===== config.mk =====
export PLATFORM = sky130hd
export DESIGN_NAME = pub_cordic
export DESIGN_NICKNAME = d
export VERILOG_FILES = /design/src/pub_pkg.sv /design/src/pub_cordic.sv
export SDC_FILE = /design/constraint.sdc
export NUM_CORES = 2
export LEC_CHECK = 0
export ABC_AREA = 1
export BUFFER_PORTS_ARGS = -buffer_cell sky130_fd_sc_hd__buf_2
export CAP_MARGIN = 20
export CORE_MARGIN = 2
export CORE_UTILIZATION = 35
export DETAILED_ROUTE_END_ITERATION = 8
export GPL_ROUTABILITY_DRIVEN = 0
export PLACE_DENSITY = 0.5
export SETUP_SLACK_MARGIN = 0.15
export SYNTH_ARGS = -nofsm -noshare
export SYNTH_HDL_FRONTEND = slang
export SYNTH_SLANG_ARGS = --single-unit
export TNS_END_PERCENT = 10

===== constraint.sdc =====
create_clock -name i_clk -period 6.1 [get_ports i_clk]
set_input_delay 0.305 -clock i_clk [delete_from_list [all_inputs] [get_ports i_clk]]
set_output_delay 0.305 -clock i_clk [all_outputs]
set_load 0.01 [all_outputs]

===== src/pub_pkg.sv =====
`default_nettype none
package pub_pkg;
    localparam int PixW = 24;
    localparam int TrigOneBits = 14;
    localparam int CordicSteps = 14;

    localparam logic [0:0] OpLoad  = 1'b0;
    localparam logic [0:0] OpQuery = 1'b1;

    localparam logic [2:0] CfgCenter = 3'd0;
    localparam logic [2:0] CfgInner  = 3'd1;
    localparam logic [2:0] CfgHeight = 3'd2;
    localparam logic [2:0] CfgWidth  = 3'd3;
    localparam logic [2:0] CfgStep   = 3'd4;

    typedef logic [PixW-1:0] t_pix;

    typedef struct packed {
        logic [8:0]  center;
        logic [8:0]  inner;
        logic [9:0]  height;
        logic [11:0] width;
        logic [15:0] step;
    } t_cfg;

    // arctangent of 2^-i in 1/65536 turn
    function automatic logic [13:0] atan_lut(input int i);
        logic [13:0] v;
        case (i)
            0: v = 14'd8192;
            1: v = 14'd4836;
            2: v = 14'd2555;
            3: v = 14'd1297;
            4: v = 14'd651;
            5: v = 14'd326;
            6: v = 14'd163;
            7: v = 14'd81;
            8: v = 14'd41;
            9: v = 14'd20;
            10: v = 14'd10;
            11: v = 14'd5;
            12: v = 14'd3;
            13: v = 14'd1;
            default: v = 14'd0;
        endcase
        return v;
    endfunction
endpackage
`default_nettype wire


===== src/pub_cordic.sv =====
`default_nettype none
// Pipelined rotation CORDIC: one step per stage, item per cycle while i_en is high.
module pub_cordic #(
    parameter int TagW = 8
) (
    input  wire              i_clk,
    input  wire              i_rst_n,
    input  wire              i_en,
    input  wire              i_valid,
    input  wire [15:0]       i_ang,
    input  wire [TagW-1:0]   i_tag,
    output logic             o_valid,
    output logic signed [15:0] o_cos,
    output logic signed [15:0] o_sin,
    output logic [TagW-1:0]  o_tag
);
    import pub_pkg::*;

    localparam int N = CordicSteps;

    logic              r_v   [N+1];
    logic signed [15:0] r_x  [N+1];
    logic signed [15:0] r_y  [N+1];
    logic signed [17:0] r_z  [N+1];
    logic              r_neg [N+1];
    logic [TagW-1:0]   r_tag [N+1];

    logic signed [17:0] n_z0;
    logic              n_neg0;

    // fold the angle into the right half plane
    always_comb begin
        n_neg0 = 1'b0;
        if (i_ang >= 16'd16384 && i_ang < 16'd49152) begin
            n_z0   = $signed({2'b00, i_ang}) - 18'sd32768;
            n_neg0 = 1'b1;
        end else if (i_ang < 16'd16384) begin
            n_z0 = $signed({2'b00, i_ang});
        end else begin
            n_z0 = $signed({2'b00, i_ang}) - 18'sd65536;
        end
    end

    always_ff @(posedge i_clk) begin
        if (!i_rst_n) begin
            r_v[0] <= 1'b0;
        end else if (i_en) begin
            r_v[0] <= i_valid;
        end
        if (i_en) begin
            r_x[0]   <= 16'sd9949;
            r_y[0]   <= 16'sd0;
            r_z[0]   <= n_z0;
            r_neg[0] <= n_neg0;
            r_tag[0] <= i_tag;
        end
    end

    // one micro-rotation per stage
    for (genvar g = 0; g < N; g++) begin : g_stage
        logic signed [15:0] dx, dy;
        logic signed [17:0] at;
        assign dx = r_y[g] >>> g;
        assign dy = r_x[g] >>> g;
        assign at = $signed({4'b0000, atan_lut(g)});
        always_ff @(posedge i_clk) begin
            if (!i_rst_n) begin
                r_v[g+1] <= 1'b0;
            end else if (i_en) begin
                r_v[g+1] <= r_v[g];
            end
            if (i_en) begin
                if (r_z[g] >= 0) begin
                    r_x[g+1] <= r_x[g] - dx;
                    r_y[g+1] <= r_y[g] + dy;
                    r_z[g+1] <= r_z[g] - at;
                end else begin
                    r_x[g+1] <= r_x[g] + dx;
                    r_y[g+1] <= r_y[g] - dy;
                    r_z[g+1] <= r_z[g] + at;
                end
                r_neg[g+1] <= r_neg[g];
                r_tag[g+1] <= r_tag[g];
            end
        end
    end

    assign o_valid = r_v[N];
    assign o_cos   = r_neg[N] ? -r_x[N] : r_x[N];
    assign o_sin   = r_neg[N] ? -r_y[N] : r_y[N];
    assign o_tag   = r_tag[N];
endmodule
`default_nettype wire


* After elaboration in Yosys (flattened, before gate mapping)
Memory sizes are Yosys's and may differ from the RTL's. Cells that the tools add are included.
Operators by class: $lt $le $gt $ge 17, multiplexer cells 151, reduce and logical (&&, ||, !) cells 1, bitwise logic cells 57, $add $sub $neg 87
Operators with widths (number):
- two-way mux 16 bit | 30
- two-way mux 18 bit | 16
- >= comparator 18 x 1 -> 1 bit (second input constant) | 14
- two-way mux 1 bit | 105
- OR 1 bit | 57
- adder 16 x 10 -> 16 bit | 2
- adder 16 x 11 -> 16 bit | 2
- adder 16 x 12 -> 16 bit | 2
- adder 16 x 13 -> 16 bit | 2
- adder 16 x 14 -> 16 bit | 2
- adder 16 x 15 -> 16 bit | 2
- adder 16 x 3 -> 16 bit | 2
- adder 16 x 4 -> 16 bit | 2
- adder 16 x 5 -> 16 bit | 2
- adder 16 x 6 -> 16 bit | 2
- adder 16 x 7 -> 16 bit | 2
- adder 16 x 8 -> 16 bit | 2
- adder 16 x 9 -> 16 bit | 2
- negation 16 bit | 2
- subtractor 16 x 10 -> 16 bit | 2
- subtractor 16 x 11 -> 16 bit | 2
- subtractor 16 x 12 -> 16 bit | 2
- subtractor 16 x 13 -> 16 bit | 2
- subtractor 16 x 14 -> 16 bit | 2
- 44 further kinds | 53
Storage, ports and cells: register bits after elaboration 0, memory bits (writable) 900, logic and storage cells 319, memories kept 6
Memory list:
- r_z | depth 15, bits a word 18, read ports 14, clocked after memory_dff 0, wr ports 15, line pub_cordic.sv:24 | logic signed [17:0] r_z [N+1];
- r_x | depth 15, bits a word 16, read ports 15, clocked after memory_dff 0, wr ports 15, line pub_cordic.sv:22 | logic signed [15:0] r_x [N+1];
- r_y | depth 15, bits a word 16, read ports 15, clocked after memory_dff 0, wr ports 15, line pub_cordic.sv:23 | logic signed [15:0] r_y [N+1];
- r_tag | depth 15, bits a word 8, read ports 15, clocked after memory_dff 0, wr ports 15, line pub_cordic.sv:26 | logic [TagW-1:0] r_tag [N+1];
- r_neg | depth 15, bits a word 1, read ports 15, clocked after memory_dff 0, wr ports 15, line pub_cordic.sv:25 | logic r_neg [N+1];
- r_v | depth 15, bits a word 1, read ports 15, clocked after memory_dff 0, wr ports 15, line pub_cordic.sv:21 | logic r_v [N+1];

* Longest topological paths before layout
An unclocked memory read counts as a cell.
depth after elaboration 6, mapped depth 19, mapped depth without buffers 19

* Worst setup path before layout
Ideal clock, no wire load.
path kind in2reg, start point input i_en, end point memory r_x[10][15] (data pin), data required time 5.848 ns, arrival time 2.877 ns, setup time 0.252 ns, setup slack 2.970 ns, buffers on the path 3, cell stages on the path 14, cells stage by stage buf_6 clkbuf_2 nand2_2 clkbuf_1 nand2_1 xnor2_1 ha_1 nand2_1 o21ai_0 a21oi_1 o21ai_0 nand2_1 nand3b_1 nand2_1
RTL lines:
- from (decl) | line pub_cordic.sv:8 | input wire i_en,
- to (decl) | line pub_cordic.sv:22

==> impl_summary.log <==
[metrics] WL met1: between 60000 and 70000 um
[metrics] Seq/Total Area, Yosys: about two fifths
[metrics] clock tree root buffer cell: sky130_fd_sc_hd__clkbuf_16
[metrics] mean instance size in the synthesized netlist: 8.36 um^2
[metrics] average vias per placed instance: 4.85
[metrics] combined global-route utilization of all metal layers: 16.4%
[metrics] total of max-cap violations: 0
[metrics] time the final worst path needs with I/O delays and setup: between 3000 and 4000 ps
[metrics] Bufs on Longest Clock Path: 3
[metrics] post-layout worst setup margin: ~2500 ps
[metrics] critical path class: reg2reg
[metrics] largest net degree at the start of global routing: 67
[metrics] maximum level of the CTS H-tree: 3
[metrics] clock-pin slew on the worst setup and hold paths: about 60 ps
[metrics] final slew viol count: 0
[metrics] Antenna Violating Nets Remaining: 0
[metrics] DR WL/cell: 15.1 um
[metrics] actual transition at the worst max-transition pin: around 790 ps
[metrics] Inserted Diodes: 0
[metrics] Post-synth EDFFs: a little under 800
[metrics] horizontal die dimension: 415 um
[metrics] footprint of the flip-flops and latches: approximately 0.024 mm^2
[metrics] cell taking the most area after synthesis: sky130_fd_sc_hd__edfxtp_1
[metrics] iteration count of the initial detailed-routing pass: 7
[metrics] sink count of the clock tree: roughly 800
[metrics] Clock Skews: roughly 56 ps
[metrics] number of warnings reported in the yosys synthesis log: 0
[metrics] amount of wire on met3 after detailed routing: roughly 4900 um
[metrics] mapped cell area: between 0.05 and 0.06 mm^2
[metrics] status: completed
[metrics] height of the die: a little over 400 um
[metrics] largest fanout of any net on the critical path: 32
[metrics] uppermost signal routing layer after detailed routing: met4
[metrics] flip-flop and latch count after synthesis: between 700 and 800
[metrics] area of combinational cells with multiple inputs: 0.0311 mm^2
[metrics] final cell utilization of the core: roughly two fifths
[metrics] worst stage delay on the critical path: between 500 and 600 ps
[metrics] critical path launch point type: flip-flop
[metrics] CTS tree: built
[metrics] GR Overflow Total: 0
[metrics] post-synthesis cell count: just over 7k
[metrics] worst hold path type: in2reg
[metrics] fraction of registers with async set or reset after synthesis: 0%
[metrics] Worst EP arrival: 4140 ps
[metrics] most used standard cells in the synthesized netlist: sky130_fd_sc_hd__nand2_1, sky130_fd_sc_hd__inv_1, sky130_fd_sc_hd__edfxtp_1
[metrics] most used flip-flop cell after synthesis: sky130_fd_sc_hd__edfxtp_1
[metrics] upper clock frequency limit: between 200 and 300 MHz
[metrics] worst slew slack as a fraction of its limit: a little under half
[metrics] Std-Cell Core Area: 0.167 mm^2
[metrics] CP max stage cell: sky130_fd_sc_hd__nand2_2
[metrics] TritonCTS Buffers: 97
[metrics] worst-path cell chain: nand2_2 > inv_1 > nor2_1 > xor2_1 > ha_1 > a21oi_1 > nand2_1 > a21oi_1 > o21ai_0 > a21oi_1 > inv_1 > nand2_1 > nand2_1
[metrics] hold violation total from the final report: 0
[metrics] synthesis-to-layout area growth: 11.0%
[metrics] CP endpoint kind: flip-flop
[metrics] IO Pins: between 60 and 70
[metrics] effective utilization at floorplan: 35.3%
[metrics] initial antenna violation count: 0
[metrics] starting DRC count in detailed routing: about 2.8k
[metrics] Top Family by Delay on Critical Path: simple AND/OR/NAND/NOR gates
[metrics] number of fill cells: approximately 17k
[metrics] final clock period utilization by the worst path: around 60%
[metrics] most repeated cell in the gate-level netlist after synthesis: sky130_fd_sc_hd__nand2_1
[metrics] fraction of final layout cells with drive strength greater than 1: about 4.2%
[metrics] vias in the first global route: approximately 44k
[metrics] drt drc: 0
[metrics] buffering stage count on the worst path with inverters included: 2
[metrics] share of the synthesized area in the top cell type: about two fifths
[metrics] global-route wire length before repair: approximately 230000 um
[metrics] RSZ-0062 raised after global routing: no
[metrics] Total Die Area: 0.172 mm^2
[metrics] total number of vias: 46.0k
[metrics] detailed route wirelength on metal2: between 60000 and 70000 um
[metrics] Post-Place Setup Slack: ~1900 ps
[metrics] Clock Latency Late Sink: 740 ps
[metrics] number of library cell types mapped by synthesis: 52
[metrics] Area contributors post-synth: sky130_fd_sc_hd__edfxtp_1, sky130_fd_sc_hd__ha_1, sky130_fd_sc_hd__nand2_1
[metrics] worst path required time: around 6600 ps
[metrics] routed wire length: 143000 um
[metrics] HPWL Detailed: roughly 110000 um
[metrics] sum of negative setup slack: 0 ps
[metrics] Final Setup Violations: 0
[metrics] number of placement rows: 150
[metrics] port buffer count: 68
[metrics] number of buffers added for setup after CTS: 0
[metrics] total number of nets in the final design: ~8k
[repair_timing]
action                    CTS  global route
hold endpoints to repair   27             0
gates resized for setup     0             0
hold buffers               26             0
[per-layer routing]
layer / track usage, % / up-vias
met5: 0 / -
met4: 4.55 / 0
met3: 1.80 / 177
met2: 28.1 / 710
met1: 21.9 / 21200
li1: - / 23900
[per-stage QoR]
step	instances	area, um^2	hold slack (ps)
6_report	9488	65500	132
5_1_grt	9488	65500	89.3
4_1_cts	9488	65500	79.4
3_5_place_dp	9288	61900	405
3_3_place_gp	9288	61900	400
2_1_floorplan	7062	59000	400
[area by class of cell]
class / instances / share of cell area [%]
flip-flops and latches: 796 / 36.5
clock buffers: 111 / 3.82
multi-input cells: 5225 / 47.5
inverters: 973 / 5.58
repair buffers: 116 / 1.20
clock inverters: 63 / 1.22
well taps: 2204 / 4.21
[cell families after synthesis]
kind of cell    synth area share [%]
fa+ha+maj                       13.3
flops                           40.5
simple gates                    21.0
buf+inv                         6.84
other cells                   0.0127
compound gates                  10.1
xor+xnor                        8.31
[state kept, by name (all words and copies together) (netlist names)]
signal,count
r_neg,15
r_y,207
r_tag,120
r_x,205
r_v,15
r_z,234
[layout by cell type (no fill, tap or decap), types with 11 or more instances in the layout]
master                          Yosys  layout
sky130_fd_sc_hd__a211oi_1          26      26
sky130_fd_sc_hd__a21boi_0          17      17
sky130_fd_sc_hd__a21o_1            59      59
sky130_fd_sc_hd__a21oi_1          500     500
sky130_fd_sc_hd__a31oi_1           17      17
sky130_fd_sc_hd__and2_1            15      15
sky130_fd_sc_hd__buf_2             12      67
sky130_fd_sc_hd__buf_4             11      21
sky130_fd_sc_hd__bufinv_16          0      14
sky130_fd_sc_hd__clkbuf_1          31      13
sky130_fd_sc_hd__clkbuf_16          0      98
sky130_fd_sc_hd__clkinv_1           0      18
sky130_fd_sc_hd__clkinv_2           0      17
sky130_fd_sc_hd__dlygate4sd3_1      0      26
sky130_fd_sc_hd__edfxtp_1         795     795
sky130_fd_sc_hd__fa_1              32      32
sky130_fd_sc_hd__ha_1             576     576
sky130_fd_sc_hd__inv_1            965     965
sky130_fd_sc_hd__nand2_1         1745    1745
sky130_fd_sc_hd__nand2_2           14      14
sky130_fd_sc_hd__nand2_4           12      12
sky130_fd_sc_hd__nand3_1          366     366
sky130_fd_sc_hd__nand3b_1          45      45
sky130_fd_sc_hd__nand4_1           60      60
sky130_fd_sc_hd__nor2_1           571     571
sky130_fd_sc_hd__nor2_2            11      11
sky130_fd_sc_hd__nor3_1           103     103
sky130_fd_sc_hd__o21ai_0          356     356
sky130_fd_sc_hd__o21bai_1          31      31
sky130_fd_sc_hd__o31ai_1           30      30
sky130_fd_sc_hd__or2_2             12      12
sky130_fd_sc_hd__xnor2_1          139     139
sky130_fd_sc_hd__xor2_1           421     421
[worst paths after layout]
check,start,slack (ps),depth (start not counted),to
hold / removal,i_en,130,1,r_x[9][11]
hold reg to reg,r_tag[0][49],410,0,r_tag[0][57]
setup reg to reg,r_z[1][71],2460,13,r_y[1][75]
setup / recovery,r_z[1][71],2460,13,r_y[1][75]
Power is not shown: default switching activity piles up to over one toggle a cycle in this logic, so the estimate is an artifact.
